<file path="src/design/sobel_nms_band_threshold_core_defines.svh">
// Assertion macros shared by the edge detector RTL
`ifndef SOBEL_NMS_BAND_THRESHOLD_CORE_DEFINES_SVH
`define SOBEL_NMS_BAND_THRESHOLD_CORE_DEFINES_SVH

// Clocked property with reset disable
`define SNBT_ASSERT(lbl, prop, msg) \
  lbl: assert property (@(posedge clk_i) disable iff (!rst_ni) (prop)) else $error(msg);

// Implication form
`define SNBT_ASSERT_IMP(lbl, ante, cons, msg) \
  `SNBT_ASSERT(lbl, (ante) |-> (cons), msg)

`endif

</file>
<file path="src/design/snbt_pkg.sv">
// Package: constants, types and helpers of the Sobel/NMS edge detector
`default_nettype none
package snbt_pkg;

  localparam int MAX_WIDTH_DEF = 2048;
  localparam int HEIGHT_LIMIT  = 2048;
  localparam int MIN_SIZE      = 3;

  localparam logic [11:0] WIDTH_RST = 12'd640;
  localparam logic [11:0] HEIGHT_RST = 12'd480;
  localparam logic [7:0]  LOW_RST   = 8'd150;
  localparam logic [7:0]  HIGH_RST  = 8'd150;

  localparam logic [1:0] REG_WIDTH  = 2'd0;
  localparam logic [1:0] REG_HEIGHT = 2'd1;
  localparam logic [1:0] REG_LOW    = 2'd2;
  localparam logic [1:0] REG_HIGH   = 2'd3;

  localparam logic [1:0] DIR_0   = 2'd0;
  localparam logic [1:0] DIR_45  = 2'd1;
  localparam logic [1:0] DIR_90  = 2'd2;
  localparam logic [1:0] DIR_135 = 2'd3;

  localparam logic [27:0] TAN22_Q16 = 28'd26478;
  localparam logic [27:0] TAN67_Q16 = 28'd154391;
  localparam logic [27:0] TAN68_Q16 = 28'd162207;

  localparam logic [7:0] EDGE_ON = 8'd255;
  localparam logic [7:0] MAG_SAT = 8'd255;

  typedef struct packed {
    logic valid;
    logic eof;
    logic interior;
  } pos_t;

  typedef struct packed {
    logic [10:0] rem;
    logic [7:0]  root;
  } sq_st_t;

  // one digit of a restoring square root
  function automatic sq_st_t sqrt_step(input sq_st_t st, input logic [1:0] pr);
    sq_st_t      nx;
    logic [10:0] rn;
    logic [10:0] tr;
    rn = {st.rem[8:0], pr};
    tr = {1'b0, st.root, 2'b01};
    if (rn >= tr) begin
      nx.rem  = rn - tr;
      nx.root = {st.root[6:0], 1'b1};
    end else begin
      nx.rem  = rn;
      nx.root = {st.root[6:0], 1'b0};
    end
    return nx;
  endfunction

endpackage
`default_nettype wire

</file>
<file path="src/design/snbt_nms.sv">
// Magnitude window, direction delay, suppression and band threshold
`default_nettype none
module snbt_nms (
  input  wire logic       clk_i,
  input  wire logic       rst_ni,
  input  wire logic       en_i,
  input  wire logic       shift_i,
  input  wire logic [7:0] mtop_i,
  input  wire logic [7:0] mmid_i,
  input  wire logic [7:0] mnew_i,
  input  wire logic [1:0] dold_i,
  input  wire logic [7:0] low_i,
  input  wire logic [7:0] high_i,
  output logic [7:0]      thin_o,
  output logic [7:0]      edge_o,
  output logic [1:0]      cdir_o
);
  import snbt_pkg::*;

  logic [7:0] win_q [9];
  logic [1:0] ddly_q, cdir_q;
  logic [7:0] a, b;

  always_ff @(posedge clk_i or negedge rst_ni) begin
    if (!rst_ni) begin
      for (int i = 0; i < 9; i++) win_q[i] <= '0;
      ddly_q <= DIR_0;
      cdir_q <= DIR_0;
    end else if (en_i && shift_i) begin
      for (int k = 0; k < 3; k++) begin
        win_q[k*3]   <= win_q[k*3+1];
        win_q[k*3+1] <= win_q[k*3+2];
      end
      win_q[2] <= mtop_i;
      win_q[5] <= mmid_i;
      win_q[8] <= mnew_i;
      cdir_q   <= ddly_q;
      ddly_q   <= dold_i;
    end
  end

  always_comb begin
    unique case (cdir_q)
      DIR_0:   begin a = win_q[3]; b = win_q[5]; end
      DIR_45:  begin a = win_q[8]; b = win_q[0]; end
      DIR_90:  begin a = win_q[1]; b = win_q[7]; end
      DIR_135: begin a = win_q[2]; b = win_q[6]; end
      default: begin a = '0; b = '0; end
    endcase
    thin_o = (win_q[4] > a && win_q[4] > b) ? win_q[4] : '0;
    edge_o = (thin_o > low_i && thin_o < high_i) ? EDGE_ON : '0;
  end

  assign cdir_o = cdir_q;
endmodule
`default_nettype wire

</file>
<file path="config.mk">
export PLATFORM = sky130hd
export DESIGN_NAME = snbt_nms
export DESIGN_NICKNAME = d
export VERILOG_FILES = /design/src/design/sobel_nms_band_threshold_core_defines.svh /design/src/design/snbt_pkg.sv /design/src/design/snbt_nms.sv
export SDC_FILE = /design/constraint.sdc
export NUM_CORES = 1
export LEC_CHECK = 0
export ABC_AREA = 0
export BUFFER_PORTS_ARGS = -buffer_cell sky130_fd_sc_hd__buf_4
export CAP_MARGIN = 5
export CORE_UTILIZATION = 35
export DETAILED_ROUTE_END_ITERATION = 10
export PLACE_DENSITY_LB_ADDON = 0.25
export SETUP_SLACK_MARGIN = 0.5
export SLEW_MARGIN = 25
export SYNTH_ARGS = -nofsm -noshare
export SYNTH_HDL_FRONTEND = slang
export SYNTH_SLANG_ARGS = --single-unit
</file>
<file path="constraint.sdc">
create_clock -name clk_i -period 3.7 [get_ports clk_i]
set_input_delay 0 -clock clk_i [delete_from_list [all_inputs] [get_ports clk_i]]
set_output_delay 0 -clock clk_i [all_outputs]
set_load 0.05 [all_outputs]
</file>
==> After elaboration in Yosys (flattened, before gate mapping) <==
Index checks and enable logic that the tools add are counted.
{ "word_totals": {"inputBits": 46, "register_bits": 76, "elab_cells": 26, "out_inout_bits": 18} }
{ "classes": {"order_cmp": 4, "n_mux": 4, "reduce_logical": 4, "n_eq_ne": 3} }
{ "op_table": {"columns": ["operator", "n"], "rows": [
  ["8-bit one-hot mux with 4 select lines", 2],
  ["8-bit greater-than comparator", 3],
  ["8-bit two-way mux", 2],
  ["8-bit < comparator", 1],
  ["2-bit == test, second input constant", 2],
  ["1-bit logical AND", 3],
  ["2-bit by 1-bit == test with 1-bit output, second input constant", 1],
  ["2-bit logical NOT", 1]
]} }

==> Longest topological paths before layout <==
{ "logic_depth": {"word_depth": 8, "mapped_depth": 17, "ltp_nobuf": 14} }

==> Least setup slack after synthesis <==
No wires, ideal clock.
{ "synth_path": {"kind": "register to output", "start": "reg cdir_q[1] (netlist: cdir_o[1])", "end": "out edge_o[1]", "n_path_buf": 4, "required_ns": 3.700, "t_arrival_ns": 5.370, "stages_incl_launch_ff": 17, "slack_ns": -1.670, "cell_sequence": "dfrtp_1 buf_6 buf_6 mux4_2 ha_1 nor2b_1 o211ai_1 a21o_1 and2_1 buf_6 nor3b_2 ha_1 and3_1 a41oi_1 nand4_1 a31oi_1 buf_4"} }
{ "synth_via": {"elab_chain_cells": 8, "elab_cells_between_ends": 14, "classes_between": "order compare: 4; eq/ne: 3; mux: 4; reduce/logical: 3"} }
{ "synth_rtl": {"columns": ["element", "line", "text"], "rows": [
  ["start: declaration", "snbt_nms.sv:21", "logic [1:0] ddly_q, cdir_q;"],
  ["start signal: assignment", "snbt_nms.sv:37", "cdir_q <= ddly_q;"],
  ["2-bit == test (tied with other cells)", "snbt_nms.sv:43", "unique case (cdir_q)"],
  ["8-bit one-hot mux with 4 select lines", "snbt_nms.sv:43", null],
  ["8-bit greater-than comparator", "snbt_nms.sv:50", "thin_o = (win_q[4] > a && win_q[4] > b) ? win_q[4] : '0;"],
  ["1-bit logical AND *", "snbt_nms.sv:50", null],
  ["8-bit two-way mux *", "snbt_nms.sv:50", null],
  ["named net thin_o[6]", "snbt_nms.sv:14", "output logic [7:0] thin_o,"],
  ["8-bit greater-than comparator / 8-bit < comparator (equally long branches)", "snbt_nms.sv:51", "edge_o = (thin_o > low_i && thin_o < high_i) ? EDGE_ON : '0;"],
  ["1-bit logical AND *", "snbt_nms.sv:51", null],
  ["8-bit two-way mux *", "snbt_nms.sv:51", null],
  ["end: declaration", "snbt_nms.sv:15", "output logic [7:0] edge_o,"]
]} }
Mark *: on every way through the listed nets, which the timed path passes. The rest lies on a longest branch.

==> Final worst setup path <==
{ "layout_path": {"start": "reg cdir_q[1] (netlist: cdir_o[1])", "end": "out edge_o[2]"} }
{ "layout_via": {"elab_chain_cells": 8, "elab_cells_between_ends": 14, "classes_between": "order compare: 4; eq/ne: 3; mux: 4; reduce/logical: 3"} }
{ "layout_rtl": {"columns": ["element", "line"], "rows": [
  ["2-bit == test (tied with other cells)", "snbt_nms.sv:43"],
  ["8-bit one-hot mux with 4 select lines", "snbt_nms.sv:43"],
  ["8-bit greater-than comparator", "snbt_nms.sv:50"],
  ["1-bit logical AND *", "snbt_nms.sv:50"],
  ["8-bit two-way mux *", "snbt_nms.sv:50"],
  ["8-bit greater-than comparator / 8-bit < comparator (equally long branches)", "snbt_nms.sv:51"],
  ["1-bit logical AND *", "snbt_nms.sv:51"],
  ["8-bit two-way mux *", "snbt_nms.sv:51"]
]} }
Every way passes the cells marked *; elsewhere a longest branch is shown, timed or not.

==> flow_summary_export.csv <==
group,metric,value,unit
detailed_routing,vias,2699,
detailed_routing,drtPass1Iterations,7,
status,status,"finished with violations",
place,portBuffers,63,
yosys,ys_seq_area_share,45.5,%
detailed_routing,drt_wl_total,8110,um
yosys,synth_top_area_share,45.5,%
power,combPwrFrac,48.3,%
sta,fmax,245,MHz
finish,final_area,0.00576,sq mm
yosys,ys_ff_latch,76,
detailed_routing,viasPerCell,4.89,
finish,area_growth,37.8,%
floorplan,rows,39,
sta,fin_ws,-0.384,ns
clock_tree,cts_tree,"built",
sta,drv_slew,0,
yosys,syn_area,0.00418,sq mm
power,ir_worst_vdd,0.000292,V
power,p_sw,1440,uW
worst_setup_path,startpoint_type,"flip-flop",
floorplan,dieArea,0.0124,sq mm
clock_tree,cts_buffers,9,
yosys,synthArstFlopShare,100,%
power,seqPwrFrac,29.4,%
hold_path,hold_path.class,"primary input to asynchronous set/reset pin",
sta,fin_crit,4.08,ns
global_route,track_usage,14.1,%
global_route,first_global_vias,2804,
clock_tree,cts.htree.levels,3,
yosys,synth_edf_count,0,
sta,hold_viol_final,0,
place,dp_slack,-0.0224,ns
floorplan,boundaryPins,64,
sta,max_slew_margin,35.3,%
yosys,synthFlopType,"dfrtp_1",
place,post-dp-hpwl,5600,um
floorplan,start_util,36.3,%
yosys,synth_area_leader_cell,"dfrtp_1",
worst_setup_path,end_kind,"primary output",
finish,antenna_cells,0,
yosys,ys_types,32,
clock_tree,insertion_delay,0.34,ns
yosys,synth.most_common_cell,"dfrtp_1",
sta,fin_skew,0.00557,ns
yosys,syn_avg_cell_area,13.7,sq um
sta,worst_pin_slew,0.970,ns
clock_tree,clk_pin_slew,0.06,ns
global_route,grt_max_degree,78,
finish,fillers,1010,
clock_tree,cts_max_path_buffers,2,
power,internal_power,2670,uW
floorplan,die_x,111,um
power,p_sw_share,35.0,%
status,failed_checks,"design-rule violations, negative setup slack",
sta,rsz0062_at_grt,"true",
global_route,antenna_found_initial,0,
worst_setup_path,cp.required,3.70,ns
global_route,grt-ovfl-total,0,
clock_tree,cts_sinks,76,
clock_tree,cts_root_buf,"clkbuf_16",
floorplan,die_h,111,um
power,power_leakage,0.00260,uW
yosys,synth_nets,382,
finish,drive_gt1_share,54.0,%
yosys,synthCells,305,
detailed_routing,drt-wirelength-per-cell,14.7,um
place,gp_congestion,0.870,
worst_setup_path,criticalPathCategory,"flip-flop to primary output",
floorplan,core_area,0.0115,sq mm
yosys,yosys-top-cells-area,"dfrtp_1, mux2_2, ha_1",
global_route,grt_pass1_wl,13700,um
power,pwr-share-clk,22.2,%
worst_setup_path,critPathMaxFanout,8,
yosys,yosysWarnings,0,
power,p_per_area,712,mW/mm^2
yosys,synthTopCellsByCount,"dfrtp_1, mux2_2, ha_1",
detailed_routing,drc,18,
worst_setup_path,cp_data_arrival_time,4.08,ns
finish,nets,481,
sta,setup_viol,8,
run,maxCapViolations,0,
sta,fin_crit_sh,110,%
detailed_routing,postRouteAntennaNets,0,
place,placed_area,0.00485,sq mm
detailed_routing,drtIter0Drc,152,
worst max-delay path, cell delays in order, from the launching register on:
cell,delay (ns)
dfrtp_2,0.46
buf_6,0.12
buf_6,0.09
mux4_2,0.50
inv_2,0.09
ha_4,0.19
nand4_1,0.10
o22a_1,0.22
o31ai_4,0.10
buf_12,0.16
nor3b_4,0.23
buf_4,0.15
ha_4,0.19
and4b_1,0.21
a2111oi_2,0.26
o21ai_1,0.14
nand4_1,0.16
a31oi_4,0.05
buf_12,0.18
buf_12,0.15
path summary, 6_finish.rpt:
check / cells past startpoint / end / slack, ns / startpoint
max in group asynchronous: 2 / cdir_o[0] / 2.94 / rst_ni
min in group clk_i: 3 / win_q[5] / 0.43 / mnew_i[5]
worst min-delay path: 2 / win_q[0] / 0.25 / rst_ni
worst max register to register: 3 / cdir_o[1] / 2.58 / cdir_o[1]
worst min register to register: 1 / cdir_o[0] / 0.50 / ddly_q[0]
worst max-delay path: 19 / edge_o[2] / -0.38 / cdir_o[1]
cell usage in the layout (no fill, tap or decap), types with 2 or more instances in the layout:
master,count
ha_4,7
mux2_2,75
clkinv_2,2
dfrtp_1,74
o21ai_0,4
mux4_2,16
inv_2,3
nor2b_4,3
nand2_1,3
inv_1,26
nand3_1,2
nand4_1,6
buf_12,12
ha_1,22
clkbuf_16,9
nor2_1,2
bufinv_16,2
a21oi_1,6
clkbuf_1,2
dlygate4sd3_1,27
nor3b_4,6
buf_6,5
a21oi_2,3
a21o_1,4
o211ai_1,2
and3_1,2
ha_2,2
dfrtp_2,2
buf_4,64
routing by layer:
metal	global-route usage [%]	up-vias	routed length, um
met4	6.49	0	128
li1	-	1315	-
met5	0	-	0
met1	19.1	1316	3870
met2	21.6	60	3750
met3	3.23	8	366
logic make-up after synthesis:
| family | Yosys count | share of synthesized area (%) |
|---|---|---|
| simple gates | 30 | 5.47 |
| fa+ha+maj | 31 | 9.27 |
| compound gates | 28 | 4.94 |
| buf+inv | 49 | 6.04 |
| mux | 91 | 28.8 |
| flops | 76 | 45.5 |
final cells by class:
class | count | area [sq um] | share of cell area, %
flip-flops and latches | 76 | 1900 | 33.1
repair buffers | 108 | 1050 | 18.2
inverters | 29 | 109 | 1.89
clock inverters | 5 | 77.6 | 1.35
clock buffers | 11 | 233 | 4.04
multi-input cells | 180 | 2210 | 38.4
well taps | 143 | 179 | 3.11
per-stage QoR:
step                util (%)  TNS (ns)  power, uW  hold slack (ns)  instances
global placement        42.1         0       2830            0.212        499
detailed placement      42.1    -0.176       2870            0.214        499
CTS                     48.2     -2.85       3950            0.399        546
floorplan                  -     -6.20       2440           -0.296        305
global route            50.0     -4.86       4360            0.341        552
finish                  50.0     -3.06       4100            0.246        552
flip-flops by register name, summed over array words and instances (netlist names):
signal / count
win_q: 72
cdir_o: 2
ddly_q: 2
power by group through the flow:
stage | clock, uW | sequential (uW) | combinational, uW
after floorplan | 0 | 1150 | 1300
after global placement | 0 | 1210 | 1620
after detailed placement | 0 | 1220 | 1650
after CTS | 936 | 1200 | 1810
after global routing | 972 | 1240 | 2150
final | 913 | 1210 | 1980
timing repair:
| item | 4_1_cts | 5_1_grt |
|---|---|---|
| cloned | 0 | 0 |
| buffers inserted | 4 | 6 |
| hold buffers | 27 | 0 |
| endpoints found under the setup margin | 8 | 9 |
| resized for setup | 19 | 30 |
| endpoints found under the hold margin | 102 | 0 |
| pin swaps | 11 | 16 |
Power figures use the tool's default switching activity.
