File: src/design/sobel_nms_band_threshold_core_defines.svh
// Assertion macros shared by the edge detector RTL
`ifndef SOBEL_NMS_BAND_THRESHOLD_CORE_DEFINES_SVH
`define SOBEL_NMS_BAND_THRESHOLD_CORE_DEFINES_SVH

// Clocked property with reset disable
`define SNBT_ASSERT(lbl, prop, msg) \
  lbl: assert property (@(posedge clk_i) disable iff (!rst_ni) (prop)) else $error(msg);

// Implication form
`define SNBT_ASSERT_IMP(lbl, ante, cons, msg) \
  `SNBT_ASSERT(lbl, (ante) |-> (cons), msg)

`endif

File: src/design/snbt_pkg.sv
// Package: constants, types and helpers of the Sobel/NMS edge detector
`default_nettype none
package snbt_pkg;

  localparam int MAX_WIDTH_DEF = 2048;
  localparam int HEIGHT_LIMIT  = 2048;
  localparam int MIN_SIZE      = 3;

  localparam logic [11:0] WIDTH_RST = 12'd640;
  localparam logic [11:0] HEIGHT_RST = 12'd480;
  localparam logic [7:0]  LOW_RST   = 8'd150;
  localparam logic [7:0]  HIGH_RST  = 8'd150;

  localparam logic [1:0] REG_WIDTH  = 2'd0;
  localparam logic [1:0] REG_HEIGHT = 2'd1;
  localparam logic [1:0] REG_LOW    = 2'd2;
  localparam logic [1:0] REG_HIGH   = 2'd3;

  localparam logic [1:0] DIR_0   = 2'd0;
  localparam logic [1:0] DIR_45  = 2'd1;
  localparam logic [1:0] DIR_90  = 2'd2;
  localparam logic [1:0] DIR_135 = 2'd3;

  localparam logic [27:0] TAN22_Q16 = 28'd26478;
  localparam logic [27:0] TAN67_Q16 = 28'd154391;
  localparam logic [27:0] TAN68_Q16 = 28'd162207;

  localparam logic [7:0] EDGE_ON = 8'd255;
  localparam logic [7:0] MAG_SAT = 8'd255;

  typedef struct packed {
    logic valid;
    logic eof;
    logic interior;
  } pos_t;

  typedef struct packed {
    logic [10:0] rem;
    logic [7:0]  root;
  } sq_st_t;

  // one digit of a restoring square root
  function automatic sq_st_t sqrt_step(input sq_st_t st, input logic [1:0] pr);
    sq_st_t      nx;
    logic [10:0] rn;
    logic [10:0] tr;
    rn = {st.rem[8:0], pr};
    tr = {1'b0, st.root, 2'b01};
    if (rn >= tr) begin
      nx.rem  = rn - tr;
      nx.root = {st.root[6:0], 1'b1};
    end else begin
      nx.rem  = rn;
      nx.root = {st.root[6:0], 1'b0};
    end
    return nx;
  endfunction

endpackage
`default_nettype wire

File: src/design/snbt_gradient.sv
// Pixel window, Sobel gradient, magnitude and direction pipeline (6 stages)
`default_nettype none
module snbt_gradient (
  input  wire logic       clk_i,
  input  wire logic       rst_ni,
  input  wire logic       en_i,
  input  wire logic       shift_i,
  input  wire logic [7:0] top_i,
  input  wire logic [7:0] mid_i,
  input  wire logic [7:0] px_i,
  output logic [7:0]      mag_o,
  output logic [1:0]      dir_o
);
  import snbt_pkg::*;

  logic [7:0] win_q [9];

  logic signed [10:0] gx_d, gy_d, gx_q, gy_q;
  logic [9:0]  ax_q, ay_q;
  logic [19:0] sqx_q, sqy_q;
  logic        gxz_q, same_q;
  logic [20:0] sum_q;
  logic [7:0]  sum6_q;
  logic [1:0]  dir5_q, dir6_q, dir_q;
  logic [1:0]  dir_d;
  sq_st_t      st6_d, st6_q, st7_d;
  logic        sat6_q;
  logic [7:0]  mag_q;
  logic [27:0] lhs, p22, p67, p68;
  logic [9:0]  ax_d, ay_d;

  always_ff @(posedge clk_i or negedge rst_ni) begin
    if (!rst_ni) begin
      for (int i = 0; i < 9; i++) win_q[i] <= '0;
    end else if (en_i && shift_i) begin
      for (int k = 0; k < 3; k++) begin
        win_q[k*3]   <= win_q[k*3+1];
        win_q[k*3+1] <= win_q[k*3+2];
      end
      win_q[2] <= top_i;
      win_q[5] <= mid_i;
      win_q[8] <= px_i;
    end
  end

  always_comb begin
    gx_d = $signed({1'b0, {2'b0, win_q[2]} + {1'b0, win_q[5], 1'b0} + {2'b0, win_q[8]}})
         - $signed({1'b0, {2'b0, win_q[0]} + {1'b0, win_q[3], 1'b0} + {2'b0, win_q[6]}});
    gy_d = $signed({1'b0, {2'b0, win_q[0]} + {1'b0, win_q[1], 1'b0} + {2'b0, win_q[2]}})
         - $signed({1'b0, {2'b0, win_q[6]} + {1'b0, win_q[7], 1'b0} + {2'b0, win_q[8]}});
    ax_d = gx_q[10] ? 10'(-gx_q) : gx_q[9:0];
    ay_d = gy_q[10] ? 10'(-gy_q) : gy_q[9:0];
  end

  always_comb begin
    lhs = {2'b0, ay_q, 16'b0};
    p22 = 28'(ax_q) * TAN22_Q16;
    p67 = 28'(ax_q) * TAN67_Q16;
    p68 = 28'(ax_q) * TAN68_Q16;
    if (gxz_q) begin
      dir_d = DIR_0;
    end else if (same_q) begin
      if (lhs <= p22) dir_d = DIR_0;
      else if (lhs <= p67) dir_d = DIR_45;
      else dir_d = DIR_90;
    end else begin
      dir_d = (lhs >= p68) ? DIR_90 : DIR_135;
    end
  end

  always_comb begin
    st6_d = '0;
    for (int i = 7; i >= 4; i--) st6_d = sqrt_step(st6_d, sum_q[2*i +: 2]);
    st7_d = st6_q;
    for (int i = 3; i >= 0; i--) st7_d = sqrt_step(st7_d, sum6_q[2*i +: 2]);
  end

  always_ff @(posedge clk_i) begin
    if (en_i) begin
      gx_q   <= gx_d;
      gy_q   <= gy_d;
      ax_q   <= ax_d;
      ay_q   <= ay_d;
      sqx_q  <= ax_d * ax_d;
      sqy_q  <= ay_d * ay_d;
      gxz_q  <= (gx_q == '0);
      same_q <= (gy_q == '0) || (gx_q[10] == gy_q[10]);
      sum_q  <= {1'b0, sqx_q} + {1'b0, sqy_q};
      dir5_q <= dir_d;
      st6_q  <= st6_d;
      sum6_q <= sum_q[7:0];
      sat6_q <= |sum_q[20:16];
      dir6_q <= dir5_q;
      mag_q  <= sat6_q ? MAG_SAT : st7_d.root;
      dir_q  <= dir6_q;
    end
  end

  assign mag_o = mag_q;
  assign dir_o = dir_q;
endmodule
`default_nettype wire

File: config.mk
export PLATFORM = sky130hd
export DESIGN_NAME = snbt_gradient
export DESIGN_NICKNAME = d
export VERILOG_FILES = /design/src/design/sobel_nms_band_threshold_core_defines.svh /design/src/design/snbt_pkg.sv /design/src/design/snbt_gradient.sv
export SDC_FILE = /design/constraint.sdc
export NUM_CORES = 1
export LEC_CHECK = 0
export ABC_AREA = 1
export BUFFER_PORTS_ARGS = -buffer_cell sky130_fd_sc_hd__buf_2
export CAP_MARGIN = 20
export CORE_MARGIN = 2
export CORE_UTILIZATION = 66
export CTS_BUF_LIST = sky130_fd_sc_hd__clkbuf_8
export DETAILED_ROUTE_END_ITERATION = 10
export HOLD_SLACK_MARGIN = 0.02
export MAX_ROUTING_LAYER = met4
export PLACE_DENSITY_LB_ADDON = 0.1
export REMOVE_ABC_BUFFERS = 1
export SETUP_SLACK_MARGIN = 0.5
export SLEW_MARGIN = 20
export SYNTH_ARGS = -nofsm -noshare
export SYNTH_HDL_FRONTEND = slang
export SYNTH_SLANG_ARGS = --single-unit
File: constraint.sdc
create_clock -name clk_i -period 11.4 [get_ports clk_i]
set_clock_uncertainty 0.05 [all_clocks]
set_input_delay 1.14 -clock clk_i [delete_from_list [all_inputs] [get_ports clk_i]]
set_output_delay 1.14 -clock clk_i [all_outputs]
set_load 0.01 [all_outputs]
After elaboration in Yosys (flattened, before gate mapping) --
Cells that the tools add are included.
Operators by class: reductions and logical operators 5, $lt $le $gt $ge 11, add/sub/neg operators 20, equality and inequality tests 1, multipliers 5, muxes and demuxes 14
Operator list (count):
- $mux W17 | 7
- $ge A11 B10 Y1 | 7
- $mul A10 B18 Y28 const B | 2
- $sub A9 B9 Y9 | 6
- $add A10 B8 Y10 | 4
- $add A8 B9 Y10 | 4
- $mul A10 B10 Y20 | 2
- $ge A26 B28 Y1 | 1
- $le A26 B28 Y1 | 1
- $le A26 B25 Y1 | 1
- $mul A10 B14 Y24 const B | 1
- $logic_not A11 Y1 | 2
- $sub A10 B10 Y11 | 2
- $add A20 B20 Y21 | 1
- $mux W10 | 2
- $neg A10 Y10 | 2
- $mux W2 | 3
- $reduce_or A5 Y1 | 1
- $sub A2 B1 Y3 const B | 1
- $ge A2 B1 Y1 const B | 1
- $mux W1 | 2
- $eq A1 B1 Y1 | 1
- $logic_and A1 B1 Y1 | 1
- $logic_or A1 B1 Y1 | 1
Word-level totals: word-level logic and storage cells 82, bits of input ports 28, bits in registers 217, output and inout bits 10

Depth between registers and ports, before layout --
Gate-level depths: netlist of run 1.
depth after elaboration 8, depth in mapped cells 40, gate-level depth less buffers 38

Least setup slack after synthesis of run 1 --
No wires, ideal clock.
kind register to register, from register ax_q[8], to register dir5_q[1] (data pin), cell stages (with the launch flop) 33, slack 4.844 ns, period minus slack after synthesis 6.556 ns, arrival 6.254 ns, path through edfxtp_1 -> fa_1 -> inv_1 -> fa_1 -> fa_1 -> inv_1 -> fa_1 -> fa_1 -> ha_1 -> a21oi_1 -> o21ai_0 -> a21oi_1 -> inv_1 -> nand2_1 -> o211ai_1 -> a21oi_1 -> o21ai_0 -> a21oi_1 -> nor2_1 -> nor2_1 -> xor2_1 -> ha_1 -> nand4_1 -> nor2_1 -> nand3_1 -> nor3_1 -> nand4_1 -> nor2_1 -> nand3_1 -> nand2_1 -> nor2_1 -> nor2_1 -> nor2_1
On the way: word-level cells in the longest chain between the ends 5, elaborated cells between the ends (all ways) 7, those cells by class mul (2); order compare (2); mux (3)
RTL lines:
- start: declaration | line snbt_gradient.sv:19 | logic [9:0] ax_q, ay_q;
- start signal: assignment | line snbt_gradient.sv:82 | ax_q <= ax_d;
- $mul A10 B18 Y28 | line snbt_gradient.sv:58 | p67 = 28'(ax_q) * TAN67_Q16;
- $le A26 B28 Y1 | line snbt_gradient.sv:64 | else if (lhs <= p67) dir_d = DIR_45;
- $mux W2 | line snbt_gradient.sv:64
- $mux W2 (*) | line snbt_gradient.sv:63 | if (lhs <= p22) dir_d = DIR_0;
- $mux W2 (*) | line snbt_gradient.sv:62 | end else if (same_q) begin
- end signal: assignment | line snbt_gradient.sv:89 | dir5_q <= dir_d;
- end: declaration | line snbt_gradient.sv:24 | logic [1:0] dir5_q, dir6_q, dir_q;
Mark *: on every way between the ends. The rest lies on a longest branch, timed or not. A chain may end at the register's enable or synchronous reset.

Worst setup path in the final report of run 1 --
from register ax_q[3], to register dir5_q[0] (data pin)
On the way: word-level cells in the longest chain between the ends 5, elaborated cells between the ends (all ways) 10, those cells by class mul (3); order compare (3); mux (4)
RTL lines (line):
- $mul A10 B18 Y28 | snbt_gradient.sv:58
- $le A26 B28 Y1 | snbt_gradient.sv:64
- $mux W2 | snbt_gradient.sv:64
- $mux W2 | snbt_gradient.sv:63
- $mux W2 (*) | snbt_gradient.sv:62
Marks and branches as above.

==> key figures, run 1 <==
Logic synthesis
  • Register area share after synthesis: between 20% and 30%
  • Cell Area, Synth: 26400 um^2
  • Number of synthesized flops with an enable pin: between 100 and 150
  • Cells after Synth: about 2900
  • Primary FF master, synth: edfxtp_1
  • Avg Inst Size Synth: 9.21 um^2
  • Synth Register Bits: 209
  • Synth cell types: 53
  • Async SR Flop Fraction: around a third
  • YS warnings: 0

Worst setup path
  • Path depth of the worst reg2reg path: 35
  • Endpoint type of the worst setup path: flop
  • CP peak stage delay: between 0.7 and 0.8 ns
  • Slowest CP cell: edfxtp_1
  • Reg-to-reg startpoint: ax_q[3]
  • CP Class: flop to flop
  • CP required: 11.80 ns
  • Worst EP arrival: about 8.0 ns
  • Crit path max fanout: 11
  • CP startpoint kind: flop
  • Flop2flop setup slack: around 3.8 ns
  • Critical R2R Capture: dir5_q[0]

Min path
  • Hold path depth: 0
  • Worst hold path type: flop to flop
  • Min-Delay Startpoint: sum_q[6]
  • WHS Endpoint: sum6_q[6]

Clock tree
  • Post-CTS Setup Bufs: 0
  • Clock Sinks: approximately 210
  • Hold-fix buffers, CTS: 0
  • Gates resized, CTS repair: 0
  • Worst-Skew Late Latency: 0.58 ns
  • # H-tree levels: 2
  • CTS tree: yes
  • Clock Tree Buf Depth: 3
  • Root Buffer: clkbuf_8
  • CTS buffer count: 37
  • Clock transition at path regs: 0.07 ns

Drt
  • Vias: roughly 19000
  • Vias per cell: 5.61
  • DR DRC count: 0
  • Routed len/inst: between 15 and 20 um
  • DR pass1 iterations: 8
  • Final wirelength: 61300 um
  • Final ANT Viol Nets: 0
  • Starting DRT DRC Count: about 1100

Global route
  • Gr ovfl total: 0
  • Initial antenna violation count: 0
  • First-pass GRT wire length: slightly above 100000 um
  • Largest net degree at the start of global routing: between 100 and 150
  • Vias in the first global route: 20200
  • GRT Total Usage: about a third

STA
  • Slew Limit Fails: 0
  • RSZ-0062 raised after global routing: false
  • Maximum clock rate: 132 MHz
  • Least-Margin Pin Slew: 0.985 ns
  • Rel. slew slack: 34.1%
  • Setup TNS: 0 ns
  • Final worst path period share: about 67%
  • Fin crit period: 7.59 ns
  • Final Hold Fails: 0
  • Final setup fails: 0

Floorplan
  • Core footprint: ~40000 um^2
  • Die width: 204 um
  • Die Footprint: between 40000 and 50000 um^2
  • Chip height: 204 um
  • # rows: between 70 and 80
  • I/O pin cnt: 38
  • Initial Util: 66.7%

Place
  • Placer congestion estimate: approximately 1.1
  • # port buffers: 37
  • Number of placed cells counting well taps: between 3000 and 4000
  • Dpl cell area: 27200 um^2
  • Detailed Place HPWL: 51300 um

Finish
  • Area Overhead vs Synth: 5.94%
  • # diodes: 0
  • Most common cell after layout, fill and taps aside: inv_1
  • Commonest non-fill, non-tap cells in the layout: inv_1, ha_1, nand2_1
  • Non-Filler Instances: around 3500
  • Post-Layout Inst Area: roughly 28000 um^2
  • Nets: 3649
  • Util after Layout: between 70% and 80%
  • Share of cells above drive strength 1: under 10%

Run
  • Max_cap viols: 0

Outcome
  • Outcome: completed
-- registers in the layout, summed over array words and instances, names as in the netlist --
register and count:
dir_o 2, sum6_q 8, gy_q 11, sum_q 21, gx_q 11, gxz_q 1, same_q 1, ax_q 10
dir5_q 2, mag_o 8, sqx_q 18, win_q 72, dir6_q 2, ay_q 10, sqy_q 18, sat6_q 1
st6_q 13
-- metal layers --
metal  track usage [%]  wire length, um
met5                 -                0
met2              52.3            29300
met3              4.74             3220
met4              12.2             2490
met1              40.9            26200
-- kinds of logic (layout without fill, tap and decap cells) --
| family | after synthesis | in the layout | share of synthesized area (%) |
|---|---|---|---|
| adders and majority gates | 702 | 702 | 41.7 |
| and+or+nand+nor | 811 | 811 | 13.1 |
| muxes | 33 | 33 | 1.41 |
| xor gates and xnor gates | 159 | 159 | 5.31 |
| DFF | 209 | 209 | 22.4 |
| buffers and inverters | 588 | 673 | 8.41 |
| AOI/OAI and AO/OA | 360 | 360 | 7.65 |
-- cell type report --
| cell class | instances | area (um^2) |
|---|---|---|
| flip-flops and latches | 209 | 5920 |
| inverters | 564 | 2120 |
| fillers | 3013 | 11600 |
| well taps | 525 | 657 |
| repair buffers | 42 | 229 |
| clock inverters | 27 | 211 |
| clock buffers | 40 | 551 |
| multi-input cells | 2065 | 18200 |
-- how the worst max path moves through the flow --
stage | start | endpoint
after floorplan | ax_q[8] | dir5_q[1]
final | ax_q[3] | dir5_q[0]
after detailed placement | ax_q[3] | dir5_q[0]
after global placement | ax_q[3] | dir5_q[1]
after CTS | ax_q[3] | dir5_q[0]
after global routing | ax_q[3] | dir5_q[0]
-- worst max-delay path, delay by kind of cell, from the launching register on --
family / cells / cell delay [ns]
fa+ha+maj: 7 / 3.24
flops: 1 / 0.78
xor+xnor: 1 / 0.08
simple gates: 15 / 1.65
buf+inv: 5 / 0.46
compound gates: 7 / 1.18
-- synth_stat cells, drive strengths merged (2+ instances only) --
cell type	n	area share, %
o21ai	105	2.1
nor2	212	3.2
inv	560	8.0
clkinv	4	0.057
xor2	111	3.7
fa	293	22
ha	409	19
nand4	28	0.66
a211oi	10	0.28
o21a	4	0.11
and3	3	0.071
mux2	33	1.4
clkbuf	19	0.27
dfrtp	72	6.8
nor3b	2	0.057
nor4	5	0.12
o221ai	3	0.10
o21bai	14	0.40
nor3	35	0.66
o211ai	5	0.14
edfxtp	137	16
or2	12	0.28
a21boi	4	0.11
nand2	408	5.9
o2111ai	2	0.066
a21o	18	0.51
nand3b	5	0.14
buf	5	0.10
xnor2	48	1.6
nand3	100	2.0
o31ai	5	0.14
a21oi	185	3.6
-- metrics by stage --
stage | setup WS (ns) | hold slack (ns)
after CTS | 3.93 | 0.367
after floorplan | 4.84 | 0.350
after global routing | 3.22 | 0.371
after global placement | 4.17 | 0.352
final | 3.81 | 0.368
after detailed placement | 3.94 | 0.355
Power of run 1 is left out: the tool's default activity adds up to more than one toggle a clock period on the data nets, which glitch-free logic cannot reach.
==> run 2, diff against run 1 <==
ABC_AREA = 0   (was 1)
clock period = 7.9 ns   (was 11.4 ns; I/O delays follow)
==> run 2 against run 1 <==
Cell count down 3.2%. First-iteration DRC count is 8.4% higher. Clock-buffer cell count is 3 higher. Critical path type unchanged.
==> key figures, run 2 <==
Outcome
  • Outcome: completed

Clock tree
  • CTS tree: yes
  • Root Buffer: clkbuf_8
  • Clock transition at path regs: 0.06 ns (about the same)
  • Clock Tree Buf Depth: 3 (unchanged)
  • Worst-Skew Late Latency: 0.59 ns (about the same)
  • Clock Sinks: 209 (unchanged)
  • CTS buffer count: 39 (+5.4%)
  • Hold-fix buffers, CTS: 0 (unchanged)
  • # H-tree levels: 2 (unchanged)

Logic synthesis
  • Synth area leader: fa_1
  • Number of synthesized flops with an enable pin: 137 (unchanged)
  • Avg Inst Size Synth: 10.2 um^2 (+10%)
  • Cells after Synth: 2591 (-9.5%)
  • Cell Area, Synth: 26300 um^2 (about the same)
  • Synth Register Bits: 209 (unchanged)
  • Primary FF master, synth: edfxtp_1
  • YS warnings: 0 (unchanged)
  • Most frequent cells after synthesis: inv_1, ha_1, fa_1
  • Synth cell types: 85 (+60%)
  • Largest cells by area after synthesis: fa_1, ha_1, edfxtp_1
  • Top-count cell post-synth: inv_1
  • Synth top area share: 22.3% (about the same)
  • Async SR Flop Fraction: 34.4% (unchanged)
  • Register area share after synthesis: 22.5% (about the same)

Worst setup path
  • CP startpoint kind: flop
  • Delay-heaviest family, CP: adder cells
  • Stages on the worst setup path: 36 (+2.9%)
  • Slowest CP cell: fa_1
  • Path depth of the worst reg2reg path: 36 (+2.9%)
  • Buf/Inv on CP: 9 (+4)
  • CP required: 8.15 ns (-3.65 ns)
  • Most common cell on crit path: fa_1
  • Flop2flop setup slack: 0.19 ns (-3.62 ns)
  • Endpoint type of the worst setup path: flop
  • CP Class: flop to flop
  • CP peak stage delay: 0.53 ns (-0.25 ns)
  • Worst EP arrival: 7.95 ns (-0.04 ns)
  • Crit path max fanout: 3 (-8)

Drt
  • DR pass1 iterations: 5 (-3)
  • Starting DRT DRC Count: 1232 (+8.4%)
  • Final ANT Viol Nets: 0 (unchanged)
  • Vias: 19500 (+0.34%)
  • Final wirelength: 63000 um (+2.8%)
  • Vias per cell: 5.81 (+3.7%)
  • Routed len/inst: 18.7 um (+6.2%)
  • DR DRC count: 0 (unchanged)

STA
  • Least-Margin Pin Slew: 1.14 ns (+0.155 ns)
  • Final worst path period share: 97.6% (+31 points)
  • Slew Limit Fails: 0 (unchanged)
  • Fin crit period: 7.71 ns (+0.117 ns)
  • Rel. slew slack: 23.0% (-11 points)
  • Fin Hold WS: 0.367 ns (-0.00146 ns)
  • Final Hold Fails: 0 (unchanged)
  • RSZ-0062 raised after global routing: true
  • Maximum clock rate: 130 MHz (-1.5%)
  • Final setup fails: 0 (unchanged)

Finish
  • Layout fillers: 2764 (-8.3%)
  • Regs by FF count: win_q: 72 flops, sum_q: 21 flops
  • Largest register FFs: 72 (unchanged)
  • Nets: 3536 (-3.1%)
  • Share of cells above drive strength 1: 15.7% (+9.8 points)
  • Commonest non-fill, non-tap cells in the layout: inv_1, ha_1, fa_1
  • Most common cell after layout, fill and taps aside: inv_1
  • Area Overhead vs Synth: 12.6%
  • Top reg by flops: win_q

Floorplan
  • Die width: 204 um (about the same)
  • I/O pin cnt: 38 (unchanged)
  • # rows: 73 (unchanged)
  • Chip height: 204 um (about the same)
  • Core footprint: 39500 um^2 (unchanged)
  • Die Footprint: 41500 um^2 (about the same)
  • Initial Util: 66.6% (about the same)

Global route
  • GRT Total Usage: 32.2% (+0.086 points)
  • Vias in the first global route: 20000 (-1.1%)
  • Gr ovfl total: 0 (unchanged)
  • First-pass GRT wire length: 101000 um (+0.55%)
  • Largest net degree at the start of global routing: 87 (-22%)
  • Initial antenna violation count: 1 (+1)

Min path
  • Hold path depth: 0 (unchanged)
  • Worst hold path type: flop to flop

Place
  • Detailed Place HPWL: 51100 um (-0.43%)
  • # port buffers: 37 (unchanged)
  • Placer congestion estimate: 0.934 (-13%)

Run
  • Max_cap viols: 0 (unchanged)
==> run 2: cell count changes in the layout (fill, tap and decap cells not counted), sizes merged, moves of 24 or more <==
cell	previous run	this run
a21o	18	42
a21oi	185	114
buf	42	209
inv	572	455
mux2	33	60
nand2	408	116
nand3	100	40
nor2	212	188
xnor2	48	105
xor2	111	55
==> run 2: logic make-up (layout without fill, tap and decap cells) <==
| group | count (synthesis) | count (layout) | synth area share [%] |
|---|---|---|---|
| DFF | 209 | 209 | 22.5 |
| xor gates and xnor gates | 160 | 160 | 5.35 |
| other | 0 | 1 | 0 |
| and+or+nand+nor | 537 | 537 | 9.77 |
| adders and majority gates | 702 | 702 | 41.7 |
| AOI/OAI and AO/OA | 430 | 430 | 10.8 |
| buffers and inverters | 480 | 724 | 6.88 |
| muxes | 73 | 73 | 3.07 |
==> run 2: per-layer routing <==
layer  GRT usage, %  part of all wire [%]  vias up
met5              -                     0        -
met4           12.4                   3.8        0
met3           4.81                   5.2      142
met2           52.8                    49      557
met1           40.5                    42     9543
li1               -                     -     9286
==> run 2: layout make-up <==
class                   instances  area, um^2  share of cell area [%]
clock inverters                27         174                   0.586
multi-input cells            1902       19100                    64.5
well taps                     525         657                    2.21
diodes                          1        2.50                 0.00843
repair buffers                209        1510                    5.10
inverters                     445        1680                    5.67
clock buffers                  43         592                    1.99
flip-flops and latches        209        5920                    19.9
==> run 2: stage by stage <==
stage | util [%] | worst slack, ns | setup TNS, ns | std cells | area, um^2
after floorplan | - | 0.291 | 0 | 2556 | 26200
after global placement | 71.0 | -0.315 | -0.553 | 3251 | 28100
after detailed placement | 71.0 | -0.447 | -0.819 | 3251 | 28100
after CTS | 73.6 | -0.0188 | -0.0188 | 3333 | 29100
after global routing | 75.0 | -0.0899 | -0.179 | 3361 | 29700
final | 75.0 | 0.193 | 0 | 3361 | 29700
==> run 2: final timing paths <==
path / endpoint / from
setup / recovery: dir5_q[0] / ax_q[3]
hold / removal: sum6_q[6] / sum_q[6]
setup reg to reg: dir5_q[0] / ax_q[3]
hold reg to reg: sum6_q[6] / sum_q[6]
max in group asynchronous: win_q[32] / rst_ni
min in group asynchronous: win_q[60] / rst_ni
==> run 2: what timing repair did <==
item | in CTS | in global routing
buffers inserted | 12 | 27
cloned | 0 | 0
gates resized for setup | 44 | 72
pin swaps | 42 | 50
endpoints found under the setup margin | 2 | 4
Power of run 2 is left out for the same reason.
==> run 3, diff against run 2 <==
ABC_AREA = 1   (was 0)
==> run 3 against run 2 <==
Die area about the same. Sequential share of layout area rose by 0.91 points. Final area shrank 4.4%. Setup slack better by 0.82 ns. Cell count up 4.7%. Non-clock buffer count is 123 lower. Critical endpoint is now dir5_q[1]. Critical path type unchanged. Wire length decreased by 0.40%. Global-route usage is 0.40 points higher.
==> key figures, run 3 (synthesis gave the netlist of run 1 again) <==
Drt
  • Routed len/inst: 17.8 um (-4.9%)
  • Vias per cell: 5.54 (-4.6%)
  • Starting DRT DRC Count: 1170 (-5.0%)
  • Vias: 19500 (-0.087%)
  • DR DRC count: 0 (unchanged)
  • Final ANT Viol Nets: 0 (unchanged)
  • DR pass1 iterations: 5 (unchanged)
  • Final wirelength: 62800 um (-0.40%)

Finish
  • Largest register FFs: 72 (unchanged)
  • Non-Filler Instances: 3520 (+4.7%)
  • Top reg by flops: win_q
  • Share of cells above drive strength 1: 8.02% (-7.7 points)
  • Most common cell after layout, fill and taps aside: inv_1
  • Nets: 3695 (+4.5%)
  • Layout fillers: 2978 (+7.7%)
  • Sequential Area: 5920 um^2 (unchanged)
  • Area Overhead vs Synth: 7.65%
  • Commonest non-fill, non-tap cells in the layout: inv_1, nand2_1, ha_1
  • Multi-input logic area: 18300 um^2 (-4.2%)
  • Regs by FF count: win_q: 72 flops, sum_q: 21 flops

Worst setup path
  • Flop2flop setup slack: 1.01 ns (+0.82 ns)
  • CP startpoint kind: flop
  • Critical R2R Capture: dir5_q[1]
  • Slowest CP cell: fa_2
  • Endpoint type of the worst setup path: flop
  • Most common cell on crit path: nor2_1
  • CP required: 8.23 ns (+0.08 ns)
  • CP Class: flop to flop
  • Reg-to-reg startpoint: ax_q[9]
  • Path depth of the worst reg2reg path: 32 (-11%)
  • Worst EP arrival: 7.22 ns (-0.73 ns)
  • CP peak stage delay: 0.66 ns (+0.13 ns)
  • Crit path max fanout: 8 (+5)

STA
  • Fin crit period: 6.89 ns (-0.818 ns)
  • Final setup fails: 0 (unchanged)
  • Least-Margin Pin Slew: 1.02 ns (-0.123 ns)
  • RSZ-0062 raised after global routing: false
  • Final worst path period share: 87.2% (-10 points)
  • Setup TNS: 0 ns (unchanged)
  • Final Hold Fails: 0 (unchanged)
  • Rel. slew slack: 32.2% (+9.2 points)
  • Fin Hold WS: 0.348 ns (-0.0188 ns)
  • Maximum clock rate: 145 MHz (+12%)
  • Slew Limit Fails: 0 (unchanged)

Floorplan
  • Die width: 204 um (about the same)
  • Die Footprint: 41600 um^2 (about the same)
  • Chip height: 204 um (about the same)
  • Core footprint: 39500 um^2 (unchanged)
  • Initial Util: 66.7% (about the same)
  • I/O pin cnt: 38 (unchanged)
  • # rows: 73 (unchanged)

Clock tree
  • CTS tree: yes
  • CTS buffer count: 39 (unchanged)
  • # H-tree levels: 2 (unchanged)
  • Clock transition at path regs: 0.07 ns (about the same)
  • Clock Sinks: 209 (unchanged)
  • Root Buffer: clkbuf_8
  • Hold-fix buffers, CTS: 0 (unchanged)
  • Clock Tree Buf Depth: 3 (unchanged)
  • Worst-Skew Late Latency: 0.63 ns (+0.04 ns)

Global route
  • Initial antenna violation count: 1 (unchanged)
  • Gr ovfl total: 0 (unchanged)
  • Largest net degree at the start of global routing: 112 (+29%)
  • GRT Total Usage: 32.6% (+0.40 points)
  • First-pass GRT wire length: 102000 um (+0.42%)
  • Vias in the first global route: 20400 (+2.2%)

Place
  • Placer congestion estimate: 1.04 (+11%)
  • Number of placed cells counting well taps: 3411 (+4.9%)
  • # port buffers: 37 (unchanged)
  • Detailed Place HPWL: 51900 um (+1.5%)

Min path
  • Worst hold path type: input port to asynchronous set/reset pin

Outcome
  • Outcome: completed

Run
  • Max_cap viols: 0 (unchanged)
## run 3: cell types whose count changed in the layout (fill, tap and decap cells not counted), sizes merged, moves of 20 or more
cell | before | now
xor2 | 55 | 111
xnor2 | 105 | 48
nand2 | 116 | 408
nor3 | 55 | 35
nor2 | 188 | 212
nand4 | 8 | 28
nand3 | 40 | 100
inv | 455 | 567
a21oi | 114 | 185
a21o | 42 | 18
buf | 209 | 86
mux2 | 60 | 33
## run 3: per-layer routing
layer / track usage [%] / share of wire (%)
met1: 40.9 / 42
met2: 52.6 / 48
met3: 5.37 / 5.8
met5: - / 0
met4: 13.8 / 4.6
## run 3: layout make-up
type	count	area share (%)
well taps	525	2.31
inverters	564	7.49
diodes	1	0.00882
flip-flops and latches	209	20.8
clock inverters	28	0.705
multi-input cells	2065	64.6
clock buffers	42	2.04
repair buffers	86	1.97
## run 3: worst max path at each step
stage | startpoint | end | slack (ns) | cells after the start
2_1_floorplan | ax_q[8] | dir5_q[1] | 1.34 | 32
3_3_place_gp | ax_q[7] | dir5_q[1] | 0.64 | 32
3_5_place_dp | ax_q[7] | dir5_q[1] | 0.54 | 32
4_1_cts | ax_q[7] | dir5_q[1] | 0.52 | 32
5_1_grt | ax_q[6] | dir5_q[1] | 0.50 | 34
6_report | ax_q[9] | dir5_q[1] | 1.01 | 32
## run 3: critical path, delay by kind of cell, from the launching register on
family | cells | cell delay (ns)
xor+xnor | 1 | 0.08
simple gates | 14 | 1.40
flops | 1 | 0.53
compound gates | 7 | 0.99
fa+ha+maj | 7 | 3.31
buf+inv | 3 | 0.27
## run 3: through the flow
step,area [um^2],utilization [%],setup WS [ns]
after floorplan,26300,-,1.34
after global placement,27200,68.8,0.642
after detailed placement,27200,68.8,0.545
after CTS,28000,70.7,0.524
after global routing,28400,71.8,0.499
final,28400,71.8,1.01
## run 3: repair_timing
| action | CTS | global route |
|---|---|---|
| endpoints found under the setup margin | 0 | 2 |
| setup buffers | 0 | 38 |
| gates resized for setup | 0 | 27 |
Power of run 3 is left out for the same reason.
